==> config.mk <==
export PLATFORM = sky130hd
export DESIGN_NAME = ines_chr_tile_to_sheet_pixels
export DESIGN_NICKNAME = d
export VERILOG_FILES = /design/src/rtl/ictsp_pkg.sv /design/src/rtl/ictsp_parse.sv /design/src/rtl/ictsp_emit.sv /design/src/rtl/ines_chr_tile_to_sheet_pixels.sv
export SDC_FILE = /design/constraint.sdc
export NUM_CORES = 1
export LEC_CHECK = 0
export BUFFER_PORTS_ARGS = -buffer_cell sky130_fd_sc_hd__buf_4
export CAP_MARGIN = 10
export CORE_AREA = 5 5 277 198
export DETAILED_ROUTE_END_ITERATION = 8
export DIE_AREA = 0 0 282 203
export HOLD_SLACK_MARGIN = 0.08
export PLACE_DENSITY_LB_ADDON = 0.12
export SYNTH_ARGS = -nofsm -noshare
export SYNTH_HDL_FRONTEND = slang
export SYNTH_SLANG_ARGS = --single-unit
==> constraint.sdc <==
create_clock -name clk -period 11.1 [get_ports clk]
set_clock_uncertainty 0.1 [all_clocks]
set_input_delay 1.11 -clock clk [delete_from_list [all_inputs] [get_ports clk]]
set_output_delay 1.11 -clock clk [all_outputs]
set_load 0.03 [all_outputs]
==> src/rtl/ictsp_pkg.sv <==
// Package for the iNES CHR tile to sheet pixel converter.
// Holds the header constants, the sheet geometry, status codes and the
// structs shared by the parser, the pixel emitter and the top level.
package ictsp_pkg;

	localparam int unsigned TILES_PER_SHEET  = 256;
	localparam int unsigned SHEET_TILES_WIDE = 16;

	localparam int unsigned POS_W       = 23;
	localparam logic [POS_W-1:0] POS_MAX = {POS_W{1'b1}};
	localparam int unsigned TILE_CNT_W  = 17;
	localparam int unsigned HEADER_LEN  = 16;
	localparam int unsigned TRAINER_LEN = 512;
	localparam int unsigned PRG_UNIT    = 16384;
	localparam int unsigned CHR_UNIT    = 8192;
	localparam int unsigned PRG_SHIFT   = $clog2(PRG_UNIT);
	localparam int unsigned CHR_SHIFT   = $clog2(CHR_UNIT);
	localparam int unsigned TRAINER_BIT = 2;

	localparam logic [7:0] NES20_MASK = 8'h0C;
	localparam logic [7:0] NES20_CODE = 8'h08;

	localparam logic [7:0] MAGIC [4] = '{8'h4E, 8'h45, 8'h53, 8'h1A};

	localparam int unsigned TILE_BYTES = 16;
	localparam int unsigned PLANE_W    = 64;
	localparam logic [5:0] LAST_PIXEL  = 6'd63;

	typedef enum logic [1:0] {
		ST_OK        = 2'd0,
		ST_TOO_SMALL = 2'd1,
		ST_NOT_INES  = 2'd2
	} status_t;

	typedef enum logic [1:0] {
		EM_IDLE,
		EM_PIXELS,
		EM_DONE_ONLY
	} em_state_t;

	// Work handed from the parser to the emitter for one accepted byte.
	typedef struct packed {
		logic                pix;
		logic                fin;
		status_t             status;
		logic                nes20;
		logic [8:0]          sheet;
		logic [6:0]          base_x;
		logic [6:0]          base_y;
		logic [PLANE_W-1:0]  lo;
		logic [PLANE_W-1:0]  hi;
	} cmd_t;

	typedef struct packed {
		logic       pixel_valid;
		logic [8:0] sheet_number;
		logic [6:0] pixel_x;
		logic [6:0] pixel_y;
		logic [1:0] colour_index;
		logic [7:0] grey_level;
		logic       stream_done;
		logic [1:0] status;
		logic       nes20_format;
		logic       run_last;
	} res_t;

	function automatic logic [7:0] grey_of(input logic [1:0] c);
		logic [7:0] g;
		unique case (c)
			2'd0: g = 8'h00;
			2'd1: g = 8'h80;
			2'd2: g = 8'hA9;
			default: g = 8'hFF;
		endcase
		return g;
	endfunction

endpackage

==> src/rtl/ictsp_parse.sv <==
// Header parser and tile collector for the iNES CHR converter.
// Tracks the byte position, checks the magic, locates CHR data and shifts
// tile bytes in. Depends on ictsp_pkg.
module ictsp_parse (
	input  logic                clk,
	input  logic                arst_n,
	input  logic                accept,
	input  logic [7:0]          rom_byte,
	input  logic                final_byte,
	output logic                start,
	output ictsp_pkg::cmd_t     cmd
);
	import ictsp_pkg::*;

	logic [POS_W-1:0] pos_q;
	logic [7:0]       hdr_q [4];
	logic             magic_q;
	logic [POS_W-1:0] chr_begin_q;
	logic [POS_W-1:0] chr_end_q;
	logic [TILE_CNT_W-1:0] tile_count_q;
	logic [119:0]     tile_sr_q;

	logic             magic_nxt;
	logic [7:0]       hdr3_nxt;
	logic [POS_W-1:0] begin_calc;
	logic [POS_W-1:0] end_calc;
	logic [POS_W-1:0] end_nxt;
	logic [POS_W-1:0] pos_n;
	logic             in_header;
	logic             in_chr;
	logic [3:0]       tile_off;
	logic             tile_done;
	logic [127:0]     tile_full;
	logic [TILE_CNT_W-1:0] tile_in_sheet;
	status_t          status_c;
	logic             nes20_c;

	always_comb begin
		in_header = (pos_q[POS_W-1:2] == (POS_W-2)'(1));
		magic_nxt = magic_q;
		if ((pos_q < POS_W'(4)) && (rom_byte != MAGIC[pos_q[1:0]])) begin
			magic_nxt = 1'b0;
		end
		hdr3_nxt = (pos_q == POS_W'(7)) ? rom_byte : hdr_q[3];

		// Byte 6 is the current byte when the CHR window is computed.
		begin_calc = POS_W'(HEADER_LEN)
			+ (rom_byte[TRAINER_BIT] ? POS_W'(TRAINER_LEN) : '0)
			+ (POS_W'(hdr_q[0]) << PRG_SHIFT);
		end_calc = begin_calc + (POS_W'(hdr_q[1]) << CHR_SHIFT);
		end_nxt = (pos_q == POS_W'(6)) ? end_calc : chr_end_q;

		in_chr = magic_nxt && (pos_q >= chr_begin_q) && (pos_q < chr_end_q);
		tile_off = pos_q[3:0] - chr_begin_q[3:0];
		tile_done = in_chr && (tile_off == 4'hF);
		tile_full = {tile_sr_q, rom_byte};

		pos_n = (pos_q == POS_MAX) ? pos_q : pos_q + POS_W'(1);
		nes20_c = magic_nxt && (pos_n >= POS_W'(8))
			&& ((hdr3_nxt & NES20_MASK) == NES20_CODE);

		if (pos_n < POS_W'(HEADER_LEN)) begin
			status_c = ST_TOO_SMALL;
		end else if (!magic_nxt) begin
			status_c = ST_NOT_INES;
		end else if (pos_n < end_nxt) begin
			status_c = ST_TOO_SMALL;
		end else begin
			status_c = ST_OK;
		end

		tile_in_sheet = TILE_CNT_W'(tile_count_q % TILES_PER_SHEET);
		cmd.pix    = tile_done;
		cmd.fin    = final_byte;
		cmd.status = status_c;
		cmd.nes20  = nes20_c;
		cmd.sheet  = 9'(tile_count_q / TILES_PER_SHEET);
		cmd.base_x = 7'((tile_in_sheet % SHEET_TILES_WIDE) * 8);
		cmd.base_y = 7'((tile_in_sheet / SHEET_TILES_WIDE) * 8);
		cmd.lo     = tile_full[127:64];
		cmd.hi     = tile_full[63:0];
		start      = accept && (tile_done || final_byte);
	end

	always_ff @(posedge clk or negedge arst_n) begin
		if (!arst_n) begin
			pos_q        <= '0;
			hdr_q        <= '{default: '0};
			magic_q      <= 1'b1;
			chr_begin_q  <= '0;
			chr_end_q    <= '0;
			tile_count_q <= '0;
		end else if (accept) begin
			if (final_byte) begin
				pos_q        <= '0;
				hdr_q        <= '{default: '0};
				magic_q      <= 1'b1;
				chr_begin_q  <= '0;
				chr_end_q    <= '0;
				tile_count_q <= '0;
			end else begin
				pos_q   <= pos_n;
				magic_q <= magic_nxt;
				if (in_header) begin
					hdr_q[pos_q[1:0]] <= rom_byte;
				end
				if (pos_q == POS_W'(6)) begin
					chr_begin_q <= begin_calc;
					chr_end_q   <= end_calc;
				end
				if (tile_done) begin
					tile_count_q <= tile_count_q + TILE_CNT_W'(1);
				end
			end
		end
	end

	// Tile bytes arrive in order, so a shift line holds the current tile.
	always_ff @(posedge clk) begin
		if (accept && in_chr) begin
			tile_sr_q <= tile_full[119:0];
		end
	end

endmodule

==> src/rtl/ictsp_emit.sv <==
// Pixel emitter for the iNES CHR converter: a shared plane shifter under a
// small sequencer, plus the output register. Depends on ictsp_pkg.
module ictsp_emit (
	input  logic              clk,
	input  logic              arst_n,
	input  logic              start,
	input  ictsp_pkg::cmd_t   cmd,
	input  logic              out_stall,
	output logic              busy,
	output logic              out_valid,
	output ictsp_pkg::res_t   res
);
	import ictsp_pkg::*;

	em_state_t state_q, state_d;
	logic [5:0]         cnt_q;
	logic [PLANE_W-1:0] lo_q;
	logic [PLANE_W-1:0] hi_q;
	logic               fin_q;
	status_t            status_q;
	logic               nes20_q;
	logic [8:0]         sheet_q;
	logic [6:0]         base_x_q;
	logic [6:0]         base_y_q;
	logic               ov_q;
	res_t               res_q;

	logic slot_free;
	logic emit;
	logic last;
	logic [1:0] colour;
	res_t res_d;

	always_comb begin
		slot_free = !ov_q || !out_stall;
		emit = (state_q != EM_IDLE) && slot_free;
		last = (state_q == EM_DONE_ONLY) || (cnt_q == LAST_PIXEL);
		colour = {hi_q[PLANE_W-1], lo_q[PLANE_W-1]};
		state_d = state_q;
		res_d = '0;
		res_d.nes20_format = nes20_q;
		res_d.run_last = 1'b1;
		unique case (state_q)
			EM_IDLE: begin
				if (start) begin
					state_d = cmd.pix ? EM_PIXELS : EM_DONE_ONLY;
				end
			end
			EM_PIXELS: begin
				res_d.pixel_valid  = 1'b1;
				res_d.sheet_number = sheet_q;
				res_d.pixel_x      = base_x_q + {4'd0, cnt_q[2:0]};
				res_d.pixel_y      = base_y_q + {4'd0, cnt_q[5:3]};
				res_d.colour_index = colour;
				res_d.grey_level   = grey_of(colour);
				res_d.stream_done  = last && fin_q;
				res_d.status       = (last && fin_q) ? status_q : ST_OK;
				res_d.run_last     = last;
				if (emit && last) begin
					state_d = EM_IDLE;
				end
			end
			EM_DONE_ONLY: begin
				res_d.stream_done = 1'b1;
				res_d.status      = status_q;
				if (emit) begin
					state_d = EM_IDLE;
				end
			end
			default: state_d = EM_IDLE;
		endcase
	end

	always_ff @(posedge clk or negedge arst_n) begin
		if (!arst_n) begin
			state_q <= EM_IDLE;
			ov_q    <= 1'b0;
		end else begin
			state_q <= state_d;
			if (emit) begin
				ov_q <= 1'b1;
			end else if (!out_stall) begin
				ov_q <= 1'b0;
			end
		end
	end

	// Row 0 sits at the top of each plane; one bit leaves per pixel.
	always_ff @(posedge clk) begin
		if (start) begin
			cnt_q    <= '0;
			lo_q     <= cmd.lo;
			hi_q     <= cmd.hi;
			fin_q    <= cmd.fin;
			status_q <= cmd.status;
			nes20_q  <= cmd.nes20;
			sheet_q  <= cmd.sheet;
			base_x_q <= cmd.base_x;
			base_y_q <= cmd.base_y;
		end else if (emit && (state_q == EM_PIXELS)) begin
			cnt_q <= cnt_q + 6'd1;
			lo_q  <= {lo_q[PLANE_W-2:0], 1'b0};
			hi_q  <= {hi_q[PLANE_W-2:0], 1'b0};
		end
		if (emit) begin
			res_q <= res_d;
		end
	end

	assign busy = (state_q != EM_IDLE);
	assign out_valid = ov_q;
	assign res = res_q;

endmodule

==> src/rtl/ines_chr_tile_to_sheet_pixels.sv <==
// Top level of the iNES CHR tile to sheet pixel converter.
// Instantiates ictsp_parse and ictsp_emit; depends on ictsp_pkg.
//
// Usage: ROM image bytes enter on the input channel (in_valid, in_stall,
// rom_byte, final_byte), one item per byte, final_byte set on the last one.
// Results leave on the output channel (out_valid, out_stall and one port per
// field). A byte that completes a 16-byte CHR tile yields 64 pixel items,
// row by row, left to right. The final byte yields one status item, or adds
// the status to the last pixel of a tile it completes.
// Timing: a byte with no result does not raise in_stall. A byte that yields
// results starts the emitter; its state register is set first, then the output
// register takes the first item, and one item follows per cycle that the
// receiver does not stall. The emitter shifts both bit planes by one pixel per
// unstalled cycle and holds in_stall high until its last item is emitted.
// A stall on the output holds the output register and pauses the emitter.
// Reset clears the position, header and tile count; after the final byte
// the same state is cleared, ready for the next image.
module ines_chr_tile_to_sheet_pixels (
	input  logic       clk,
	input  logic       arst_n,
	input  logic       in_valid,
	output logic       in_stall,
	input  logic [7:0] rom_byte,
	input  logic       final_byte,
	output logic       out_valid,
	input  logic       out_stall,
	output logic       pixel_valid,
	output logic [8:0] sheet_number,
	output logic [6:0] pixel_x,
	output logic [6:0] pixel_y,
	output logic [1:0] colour_index,
	output logic [7:0] grey_level,
	output logic       stream_done,
	output logic [1:0] status,
	output logic       nes20_format,
	output logic       run_last
);
	import ictsp_pkg::*;

	logic  accept;
	logic  start;
	logic  busy;
	cmd_t  cmd;
	res_t  res;

	assign in_stall = busy;
	assign accept = in_valid && !in_stall;

	ictsp_parse u_parse (
		.clk        (clk),
		.arst_n     (arst_n),
		.accept     (accept),
		.rom_byte   (rom_byte),
		.final_byte (final_byte),
		.start      (start),
		.cmd        (cmd)
	);

	ictsp_emit u_emit (
		.clk       (clk),
		.arst_n    (arst_n),
		.start     (start),
		.cmd       (cmd),
		.out_stall (out_stall),
		.busy      (busy),
		.out_valid (out_valid),
		.res       (res)
	);

	assign pixel_valid  = res.pixel_valid;
	assign sheet_number = res.sheet_number;
	assign pixel_x      = res.pixel_x;
	assign pixel_y      = res.pixel_y;
	assign colour_index = res.colour_index;
	assign grey_level   = res.grey_level;
	assign stream_done  = res.stream_done;
	assign status       = res.status;
	assign nes20_format = res.nes20_format;
	assign run_last     = res.run_last;

	a_done_is_last: assert property (@(posedge clk) disable iff (!arst_n)
		out_valid && stream_done |-> run_last)
		else $error("stream_done item without run_last");

	a_status_item_final: assert property (@(posedge clk) disable iff (!arst_n)
		out_valid && !pixel_valid |-> stream_done && run_last)
		else $error("item without a pixel is not the final status item");

	a_status_only_done: assert property (@(posedge clk) disable iff (!arst_n)
		out_valid && (status != ST_OK) |-> stream_done)
		else $error("nonzero status before the end of the image");

	a_stall_after_item: assert property (@(posedge clk) disable iff (!arst_n)
		$rose(in_stall) |-> $past(in_valid && !in_stall))
		else $error("input stalled without an accepted item");

endmodule

# Yosys cells after proc, flatten, opt, wreduce, memory -nomap -nowiden
# Index checks and enable logic that the tools add are counted.
# totals
regBits	436
inputBits	13
output_inout_bits	41
elab_cells	133
# classes
add_sub_neg	9
order_cmp	8
eq_ne	16
mux	37
n_bitwise	1
reduce_logical	31
# op_table
cell	count
two-way mux 64 bit	4
two-way mux 23 bit	6
two-way mux 32 bit	2
== test 23 x 3 -> 1 bit (second input constant)	2
less-than comparator 23 bit	2
two-way mux 17 bit	2
two-way mux 34 bit	1
bitwise mux 32 bit	1
two-way mux 8 bit	3
case mux 8 bit (3 select lines)	1
adder 23 x 1 -> 23 bit (second input constant)	1
adder 23 x 21 -> 23 bit	1
adder 23 x 22 -> 23 bit	1
adder 5 x 23 -> 23 bit (first input constant)	1
== test 23 bit (second input constant)	1
greater-or-equal comparator 23 bit	1
greater-or-equal comparator 23 x 4 -> 1 bit (second input constant)	1
less-than comparator 23 x 3 -> 1 bit (second input constant)	1
less-than comparator 23 x 5 -> 1 bit (second input constant)	1
== test 21 x 1 -> 1 bit (second input constant)	1
adder 17 x 1 -> 17 bit (second input constant)	1
binary-select mux 8 bit (select 2 bit)	1
demux 8 bit (select 2 bit)	1
adder 7 x 3 -> 7 bit	2
25 further kinds	63

# Logic depth before layout (Yosys ltp)
# Gate-level depths: netlist of the first run.
# logic_depth
depth_word	14
ltp_mapped	16
depth_no_buf	14

# Hierarchy
# Synthesis of the first run repeated with hierarchy kept, for this count alone.
# hier_totals
cells_unflattened	1350
area_unflattened_um2	18756.7
# by_module_without_submodules
module	n_inst	cells_per_inst	area_each_um2	seq_area_each_um2
ictsp_parse	1	886	10367.4	5906.9
ictsp_emit	1	463	8375.5	5870.6
ines_chr_tile_to_sheet_pixels	1	1	13.8	0.0

# Worst setup path before layout of the first run
# No wires, ideal clock.
# synth_timing
path_kind	input to register
from	input port rom_byte[2]
to	register u_emit.hi_q[0], enable pin
arrival_time_ps	11430
path_slack_ps	-1222
path_stages	8
n_path_buf	2
path_cell_list	clkbuf_1 nor3b_1 o22ai_1 o2111ai_1 and4_4 a31oi_4 clkbuf_1 o21ai_0
# synth_via
elab_chain_len	9
# synth_lines
element	line	source
from (decl)	ines_chr_tile_to_sheet_pixels.sv:23	input logic [7:0] rom_byte,
!= test 8 bit	ictsp_parse.sv:41	if ((pos_q < POS_W'(4)) && (rom_byte != MAGIC[pos_q[1:0]])) begin
logical AND 1 bit	ictsp_parse.sv:41	
two-way mux 1 bit	ictsp_parse.sv:41	
logical AND 1 bit (2 in a row)	ictsp_parse.sv:53	in_chr = magic_nxt && (pos_q >= chr_begin_q) && (pos_q < chr_end_q);
logical AND 1 bit	ictsp_parse.sv:55	tile_done = in_chr && (tile_off == 4'hF);
logical OR 1 bit	ictsp_parse.sv:82	start = accept && (tile_done || final_byte);
logical AND 1 bit	ictsp_parse.sv:82	
nonzero test 2 bit (no line)	-	
to (signal assigned)	ictsp_emit.sv:93	hi_q <= cmd.hi;
to (signal assigned)	ictsp_emit.sv:103	hi_q <= {hi_q[PLANE_W-2:0], 1'b0};
to (decl)	ictsp_emit.sv:18	logic [PLANE_W-1:0] hi_q;
# No other way between the ends.
# A chain may end at the register's enable or synchronous reset.

# Worst setup path in the final report of the first run
# layout_timing
from	register u_parse.pos_q[2]
to	register u_emit.hi_q[6] (data pin)
# layout_via
elab_chain_len	9
word_cells_on_any_way	13
cone_classes	add/sub (1); order compare (3); eq/ne (1); mux (2); reduce/logical (6)
# layout_lines
element	line	source
from (decl)	ictsp_parse.sv:15	logic [POS_W-1:0] pos_q;
from (signal assigned)	ictsp_parse.sv:102	pos_q <= pos_n;
less-than comparator 23 x 3 -> 1 bit	ictsp_parse.sv:41	
logical AND 1 bit	ictsp_parse.sv:41	
two-way mux 1 bit	ictsp_parse.sv:41	
logical AND 1 bit (2 in a row)	ictsp_parse.sv:53	
logical AND 1 bit *	ictsp_parse.sv:55	
logical OR 1 bit *	ictsp_parse.sv:82	
logical AND 1 bit *	ictsp_parse.sv:82	
two-way mux 64 bit *	ictsp_emit.sv:90	if (start) begin
# Every way passes the cells marked *; elsewhere a longest branch is shown, timed or not.

==> impl_metrics.yaml, run 1 <==
grt:
  grt_start_max_net_pins: 77
  grt_util_all_layers: 0.138
  global_route_wire_length_before_repair_microns: 62300
  antenna_found_initial: 0
  number_of_global_route_vias_before_repair: 10200
  grt_overflow: 0
pwr:
  cellPowerDensity_nw_per_um2: 205
  total_power_w: 0.00417
  peakVddDrop_v: 0.0000997
  total_leakage_power_nw: 7.55
clock_network:
  clk_latency_ns: 0.55
  clock-sinks: 404
  cts-resized-gates: 0
  postCtsSetupBuffers: 0
  cts_made_buffers: 42
  clkSlewWorstSetupHoldPaths_ns: 0.06
  ctsRootBufferMaster: "sky130_fd_sc_hd__clkbuf_16"
  clock_tree_from_tritoncts: "yes"
  cts_hold_buf: 0
  clock_tree.htree_level_count: 2
  cts.path.max_buffers: 3
sta:
  timing.final.crit_share: 0.498
  fin_hold_ws_ns: 0.339
  timing.fmax_mhz: 181
  fin_tns_setup_ns: 0
  report.final.setup_viol: 0
  fin_crit_ns: 5.52
  worst-slew-pin-transition_ns: 1.03
  rsz0062_at_grt: "false"
  postLayoutSetupSlackWorst_ns: 5.58
  report.final.slew_viol_count: 0
  slew-limit-headroom: 0.316
  hold_viol_final: 0
synthesis:
  mapped_avg_cell_area_sq_um: 14.3
  syn_area_sq_um: 17900
  synthDominantAreaCellType: "sky130_fd_sc_hd__edfxtp_1"
  syn-instance-count: 1256
  synthArstFlopShare: 0.235
  synthMostInstantiatedCell: "sky130_fd_sc_hd__edfxtp_1"
  ys_ff_latch: 404
  synth_fp_nets: 1341
  synth-edff-count: 303
  yosysUniqueCellTypes: 80
  synth-seq-area-share: 0.647
  ys_top_cells_by_count: "303 x sky130_fd_sc_hd__edfxtp_1, 94 x sky130_fd_sc_hd__dfrtp_1, 81 x sky130_fd_sc_hd__mux2_2"
  synthFlopType: "sky130_fd_sc_hd__edfxtp_1"
  synth.top_cell.area_share: 0.507
  ys_top_cells_by_area: "sky130_fd_sc_hd__edfxtp_1 51%, sky130_fd_sc_hd__dfrtp_1 13%, sky130_fd_sc_hd__mux2_2 5.1%"
  yosysWarningCount: 0
setup_path:
  worstPathArrival_ns: 5.71
  timing.critical_path.slowest_cell_delay_ns: 0.90
  critical_path_class: "flop to flop"
  critical-path-top-cell-by-count: "sky130_fd_sc_hd__buf_4"
  cp.buffers_inverters: 2
  crit_path_end_kind: "flop"
  critPathMaxFanout: 76
  cell_chain_of_the_critical_path: "ha_1 > a21oi_1 > o21ai_0 > a31o_2 > a31oi_1 > a31oi_4 > nor2_4 > buf_4 > buf_4 > mux2_2"
  required_ns: 11.29
  crit_path_start_kind: "flop"
  worst_path_dominant_cell_family: "compound AO/OA/AOI/OAI gates"
  timing.critical_path.slowest_stage_cell: "sky130_fd_sc_hd__buf_4"
outcome:
  status: "completed"
floorplan:
  placementRows: 70
  core_footprint_sq_um: 51800
  ioPinCount: 54
  die_area_sq_um: 57200
  floorplan.die.height_microns: 203
  die_width_microns: 282
  initial_utilization: 0.347
routing:
  postRouteWirelength_microns: 39500
  route.antenna.remaining_nets: 0
  vias: 10200
  dr.first_iter.drc_count: 730
  post_drt_wl_per_cell_microns: 19.6
  via_per_inst: 5.05
  drt_pass1_iterations: 5
  drc: 0
placed_design:
  i_o_buffers: 53
  dp_hpwl_microns: 26100
  gp_congestion: 0.822
  placement.setup.worst_slack_ns: 5.41
cells_and_area:
  fillerInstances: 4824
  syn_to_final_growth_pct: 13.3
  layout-drive-gt1-share: 0.173
  net_total_in_the_final_layout: 1391
  num_antenna_cells: 0
flow_run:
  timing.max_cap.violations: 0
min_path:
  tightest_hold_check_type: "flop to flop"
[final cells by class]
class                           instances  area, sq um  share of cell area
Clock buffer                           57         1140              0.0560
Clock inverter                         19          208              0.0102
Tap cell                              684          856              0.0421
Sequential cell                       404        11600               0.571
Inverter                               48          180             0.00887
Multi-Input combinational cell        741         5820               0.286
Timing Repair Buffer                   69          518              0.0255
[kinds of logic after synthesis]
logic type / after synthesis / synth area share
AOI/OAI and AO/OA: 205 / 0.0806
DFF: 404 / 0.647
xor gates and xnor gates: 25 / 0.0122
and+or+nand+nor: 297 / 0.0914
muxes: 142 / 0.0881
adders and majority gates: 72 / 0.0506
buffers and inverters: 111 / 0.0304
[metrics by stage]
stage	std cells	cell area (sq um)	utilization
3_5_place_dp	1946	19000	0.366
3_3_place_gp	1946	19000	0.366
5_1_grt	2022	20300	0.393
2_1_floorplan	1256	17900	-
4_1_cts	2022	20300	0.393
6_report	2022	20300	0.393
[registers in the layout, summed over array words and instances, names as in the netlist, 9 cells and up]
| name | cells |
|---|---|
| u_parse.chr_begin_q | 10 |
| u_emit.sheet_q | 9 |
| u_emit.res | 34 |
| u_parse.tile_sr_q | 120 |
| u_emit.lo_q | 64 |
| u_parse.hdr_q | 18 |
| u_emit.hi_q | 64 |
| u_parse.chr_end_q | 23 |
| u_parse.tile_count_q | 17 |
| u_parse.pos_q | 23 |
[per-layer routing]
metal / track usage / share of wire / vias to the layer above
li1: - / - / 4873
met1: 0.225 / 0.53 / 5067
met2: 0.184 / 0.39 / 206
met3: 0.0315 / 0.055 / 58
met4: 0.0299 / 0.020 / 0
met5: 0 / 0 / -
[cells in the final DEF, fill, tap and decap left out, types with 8 or more instances in the layout]
cell / instances
sky130_fd_sc_hd__buf_4: 69
sky130_fd_sc_hd__a31oi_1: 11
sky130_fd_sc_hd__nor3_1: 14
sky130_fd_sc_hd__o22ai_1: 10
sky130_fd_sc_hd__nand4_1: 12
sky130_fd_sc_hd__inv_1: 47
sky130_fd_sc_hd__and2_1: 50
sky130_fd_sc_hd__mux2_1: 46
sky130_fd_sc_hd__clkbuf_1: 13
sky130_fd_sc_hd__nand3_1: 30
sky130_fd_sc_hd__nand2_1: 75
sky130_fd_sc_hd__and3_1: 15
sky130_fd_sc_hd__dfrtp_1: 94
sky130_fd_sc_hd__mux2i_1: 15
sky130_fd_sc_hd__mux2_2: 81
sky130_fd_sc_hd__o211ai_1: 8
sky130_fd_sc_hd__and4_1: 8
sky130_fd_sc_hd__xnor2_1: 12
sky130_fd_sc_hd__a21oi_1: 44
sky130_fd_sc_hd__o21ai_0: 32
sky130_fd_sc_hd__a22o_1: 37
sky130_fd_sc_hd__ha_1: 71
sky130_fd_sc_hd__nor2_1: 40
sky130_fd_sc_hd__clkinv_1: 12
sky130_fd_sc_hd__edfxtp_1: 303
sky130_fd_sc_hd__xor2_1: 13
sky130_fd_sc_hd__clkbuf_16: 43
[report_power, final]
group          switching, W  leakage (nW)  internal [W]  total [W]
clock network      0.000583         0.648      0.000813    0.00140
logic              0.000490          2.77      0.000263   0.000753
registers          0.000112          4.13       0.00191    0.00202
total               0.00118          7.55       0.00298    0.00417
[worst paths after layout]
kind / from / end / slack (ns) / depth (start not counted)
max in group asynchronous: arst_n / u_parse.tile_count_q[15] / 9.22 / 2
worst max register to register: u_parse.pos_q[2] / u_emit.hi_q[6] / 5.58 / 10
min in group asynchronous: arst_n / u_parse.chr_end_q[0] / 0.42 / 1
worst max-delay path: u_parse.pos_q[2] / u_emit.hi_q[6] / 5.58 / 10
worst min register to register: u_parse.tile_sr_q[85] / u_parse.tile_sr_q[93] / 0.34 / 0
worst min-delay path: u_parse.tile_sr_q[85] / u_parse.tile_sr_q[93] / 0.34 / 0
(Power assumes the default switching activity.)
==> run 2, diff against run 1 <==
--- a/config.mk
+++ b/config.mk
@@ -5,11 +5,12 @@
 export SDC_FILE = /design/constraint.sdc
 export NUM_CORES = 1
 export LEC_CHECK = 0
+export ABC_AREA = 1
 export BUFFER_PORTS_ARGS = -buffer_cell sky130_fd_sc_hd__buf_4
 export CAP_MARGIN = 10
-export CORE_AREA = 5 5 277 198
+export CORE_AREA = 5 5 279 199
 export DETAILED_ROUTE_END_ITERATION = 8
-export DIE_AREA = 0 0 282 203
+export DIE_AREA = 0 0 284 204
 export HOLD_SLACK_MARGIN = 0.08
 export PLACE_DENSITY_LB_ADDON = 0.12
 export SYNTH_ARGS = -nofsm -noshare
==> constraint.sdc (replaced) <==
create_clock -name clk -period 5.4 [get_ports clk]
set_clock_uncertainty 0.1 [all_clocks]
set_input_delay 0.54 -clock clk [delete_from_list [all_inputs] [get_ports clk]]
set_output_delay 0.54 -clock clk [all_outputs]
set_load 0.03 [all_outputs]
==> impl_metrics.yaml, run 2 <==
grt:
  global_route_wire_length_before_repair_microns: 68900
  grt_util_all_layers: 0.149
  number_of_global_route_vias_before_repair: 11800
  grt_overflow: 0
  grt_start_max_net_pins: 153
  antenna_found_initial: 1
cells_and_area:
  reg_top3: "u_parse.tile_sr_q (120), u_emit.hi_q (64), u_emit.lo_q (64)"
  num_antenna_cells: 0
  largest_reg_flops: 120
  final_non_filler_cells: 2549
  registers.top_by_ff_count: "u_parse.tile_sr_q"
  most-common-layout-cells: "657 x sky130_fd_sc_hd__nand2_1, 303 x sky130_fd_sc_hd__edfxtp_1, 155 x sky130_fd_sc_hd__inv_1"
  layout_commonest_cell: "sky130_fd_sc_hd__nand2_1"
  net_total_in_the_final_layout: 1912
  layout-drive-gt1-share: 0.0787
  fillerInstances: 5232
  syn_to_final_growth_pct: 13.0
synthesis:
  syn_area_sq_um: 18200
  synth_fp_nets: 1856
  mapped_avg_cell_area_sq_um: 10.3
  yosysWarningCount: 0
  synthDominantAreaCellType: "sky130_fd_sc_hd__edfxtp_1"
  synthArstFlopShare: 0.235
  ys_top_cells_by_area: "sky130_fd_sc_hd__edfxtp_1 50%, sky130_fd_sc_hd__nand2_1 14%, sky130_fd_sc_hd__dfrtp_1 13%"
  ys_top_cells_by_count: "658 x sky130_fd_sc_hd__nand2_1, 303 x sky130_fd_sc_hd__edfxtp_1, 155 x sky130_fd_sc_hd__inv_1"
  synth-seq-area-share: 0.639
  synth-edff-count: 303
  synth.top_cell.area_share: 0.501
  synthFlopType: "sky130_fd_sc_hd__edfxtp_1"
  yosysUniqueCellTypes: 42
  synthMostInstantiatedCell: "sky130_fd_sc_hd__nand2_1"
  ys_ff_latch: 404
  syn-instance-count: 1771
sta:
  report.final.slew_viol_count: 0
  fin_tns_setup_ns: 0
  timing.final.crit_share: 0.689
  fin_hold_ws_ns: 0.120
  timing.fmax_mhz: 269
  slew-limit-headroom: 0.266
  fin_crit_ns: 3.72
  hold_viol_final: 0
  postLayoutSetupSlackWorst_ns: 1.68
  worst-slew-pin-transition_ns: 1.10
  report.final.setup_viol: 0
  rsz0062_at_grt: "false"
setup_path:
  critPathMaxFanout: 120
  crit_path_start_kind: "flop"
  crit_path_end_kind: "flop"
  required_ns: 5.70
  critical_path_class: "flop to flop"
  worstPathArrival_ns: 4.02
min_path:
  tightest_hold_check_type: "primary input to flop"
floorplan:
  initial_utilization: 0.344
  floorplan.die.height_microns: 204
  placementRows: 71
  die_area_sq_um: 57900
  die_width_microns: 284
  ioPinCount: 54
  core_footprint_sq_um: 52900
pwr:
  cellPowerDensity_nw_per_um2: 376
  peakVddDrop_v: 0.000243
  total_leakage_power_nw: 8.84
clock_network:
  ctsRootBufferMaster: "sky130_fd_sc_hd__clkbuf_16"
  clock_tree_from_tritoncts: "yes"
  clock_tree.htree_level_count: 2
  clk_latency_ns: 0.55
  cts_made_buffers: 41
  clock-sinks: 404
  clkSlewWorstSetupHoldPaths_ns: 0.07
  cts.path.max_buffers: 3
placed_design:
  placement.setup.worst_slack_ns: 1.73
  gp_congestion: 0.924
  dp_hpwl_microns: 28900
  i_o_buffers: 53
  placed_cells: 2472
routing:
  post_drt_wl_per_cell_microns: 17.0
  met3_wirelength_microns: 2760
  drc: 0
  dr.first_iter.drc_count: 891
  highest-signal-layer: "met5"
  vias: 12000
  route.antenna.remaining_nets: 0
  m1WireLength_microns: 22700
  via_per_inst: 4.72
  postRouteWirelength_microns: 43300
  drt_pass1_iterations: 5
  met2WireLength_microns: 17100
flow_run:
  timing.max_cap.violations: 0
outcome:
  status: "completed"
==> run 2: where the power goes <==
group	switching [W]	internal [W]
clock	0.00117	0.00156
sequential	0.000110	0.00368
combinational	0.000864	0.000333
total	0.00215	0.00557
==> run 2: worst paths after layout <==
path,from,endpoint,slack [ns],depth (start not counted)
worst max-delay path,u_parse.pos_q[1],u_emit.lo_q[10],1.68,14
worst min-delay path,rom_byte[0],u_parse.tile_sr_q[0],0.12,1
worst max register to register,u_parse.pos_q[1],u_emit.lo_q[10],1.68,14
worst min register to register,u_emit.nes20_q,u_emit.res[1],0.32,0
max in group asynchronous,arst_n,u_parse.tile_count_q[9],3.56,3
min in group asynchronous,arst_n,u_parse.chr_end_q[11],0.46,2
==> run 2: cell type report <==
type | instances | area [sq um] | area share
inverter | 167 | 627 | 0.0306
multi-input combinational | 1144 | 5590 | 0.273
tap | 693 | 867 | 0.0423
timing repair buffer | 69 | 581 | 0.0283
sequential | 404 | 11600 | 0.565
clock buffer | 57 | 1100 | 0.0534
clock inverter | 15 | 156 | 0.00762
==> run 2: kinds of logic (layout without fill, tap and decap cells) <==
family	count (synthesis)	after routing	synth area share
and+or+nand+nor	897	897	0.198
AOI/OAI and AO/OA	145	145	0.0433
adders and majority gates	72	72	0.0500
DFF	404	404	0.639
buffers and inverters	223	308	0.0553
xor gates and xnor gates	30	30	0.0145
==> run 2: through the flow <==
step | cell area (sq um) | power, W | utilization
after floorplan | 18200 | 0.00465 | -
after global placement | 19200 | 0.00505 | 0.364
final | 20500 | 0.00772 | 0.388
after detailed placement | 19200 | 0.00506 | 0.364
after CTS | 20500 | 0.00784 | 0.388
after global routing | 20500 | 0.00812 | 0.388
==> run 2: critical path: stages (launching register included) <==
cell and delay (ns):
sky130_fd_sc_hd__dfrtp_1 0.49, sky130_fd_sc_hd__inv_1 0.17, sky130_fd_sc_hd__ha_1 0.26, sky130_fd_sc_hd__ha_1 0.28
sky130_fd_sc_hd__nand3_1 0.07, sky130_fd_sc_hd__a21oi_1 0.13, sky130_fd_sc_hd__nand3_1 0.09, sky130_fd_sc_hd__nand2_1 0.19
sky130_fd_sc_hd__nand2_2 0.14, sky130_fd_sc_hd__nor2_4 0.16, sky130_fd_sc_hd__nand4_1 0.25, sky130_fd_sc_hd__nand2_8 0.67
sky130_fd_sc_hd__buf_12 0.31, sky130_fd_sc_hd__nand2_1 0.07, sky130_fd_sc_hd__nand2_1 0.07
==> run 2: layer usage <==
metal  GRT usage  up-vias
li1            -     5972
met1       0.236     5731
met2       0.207      271
met3      0.0339       56
met4      0.0327        2
met5           0        -
==> run 2: what timing repair did <==
| item | in CTS | in global routing |
|---|---|---|
| hold endpoints to repair | 46 | 0 |
| setup endpoints to repair | 0 | 0 |
| setup buffers | 0 | 0 |
| hold buffers | 5 | 0 |
| gates resized for setup | 0 | 0 |
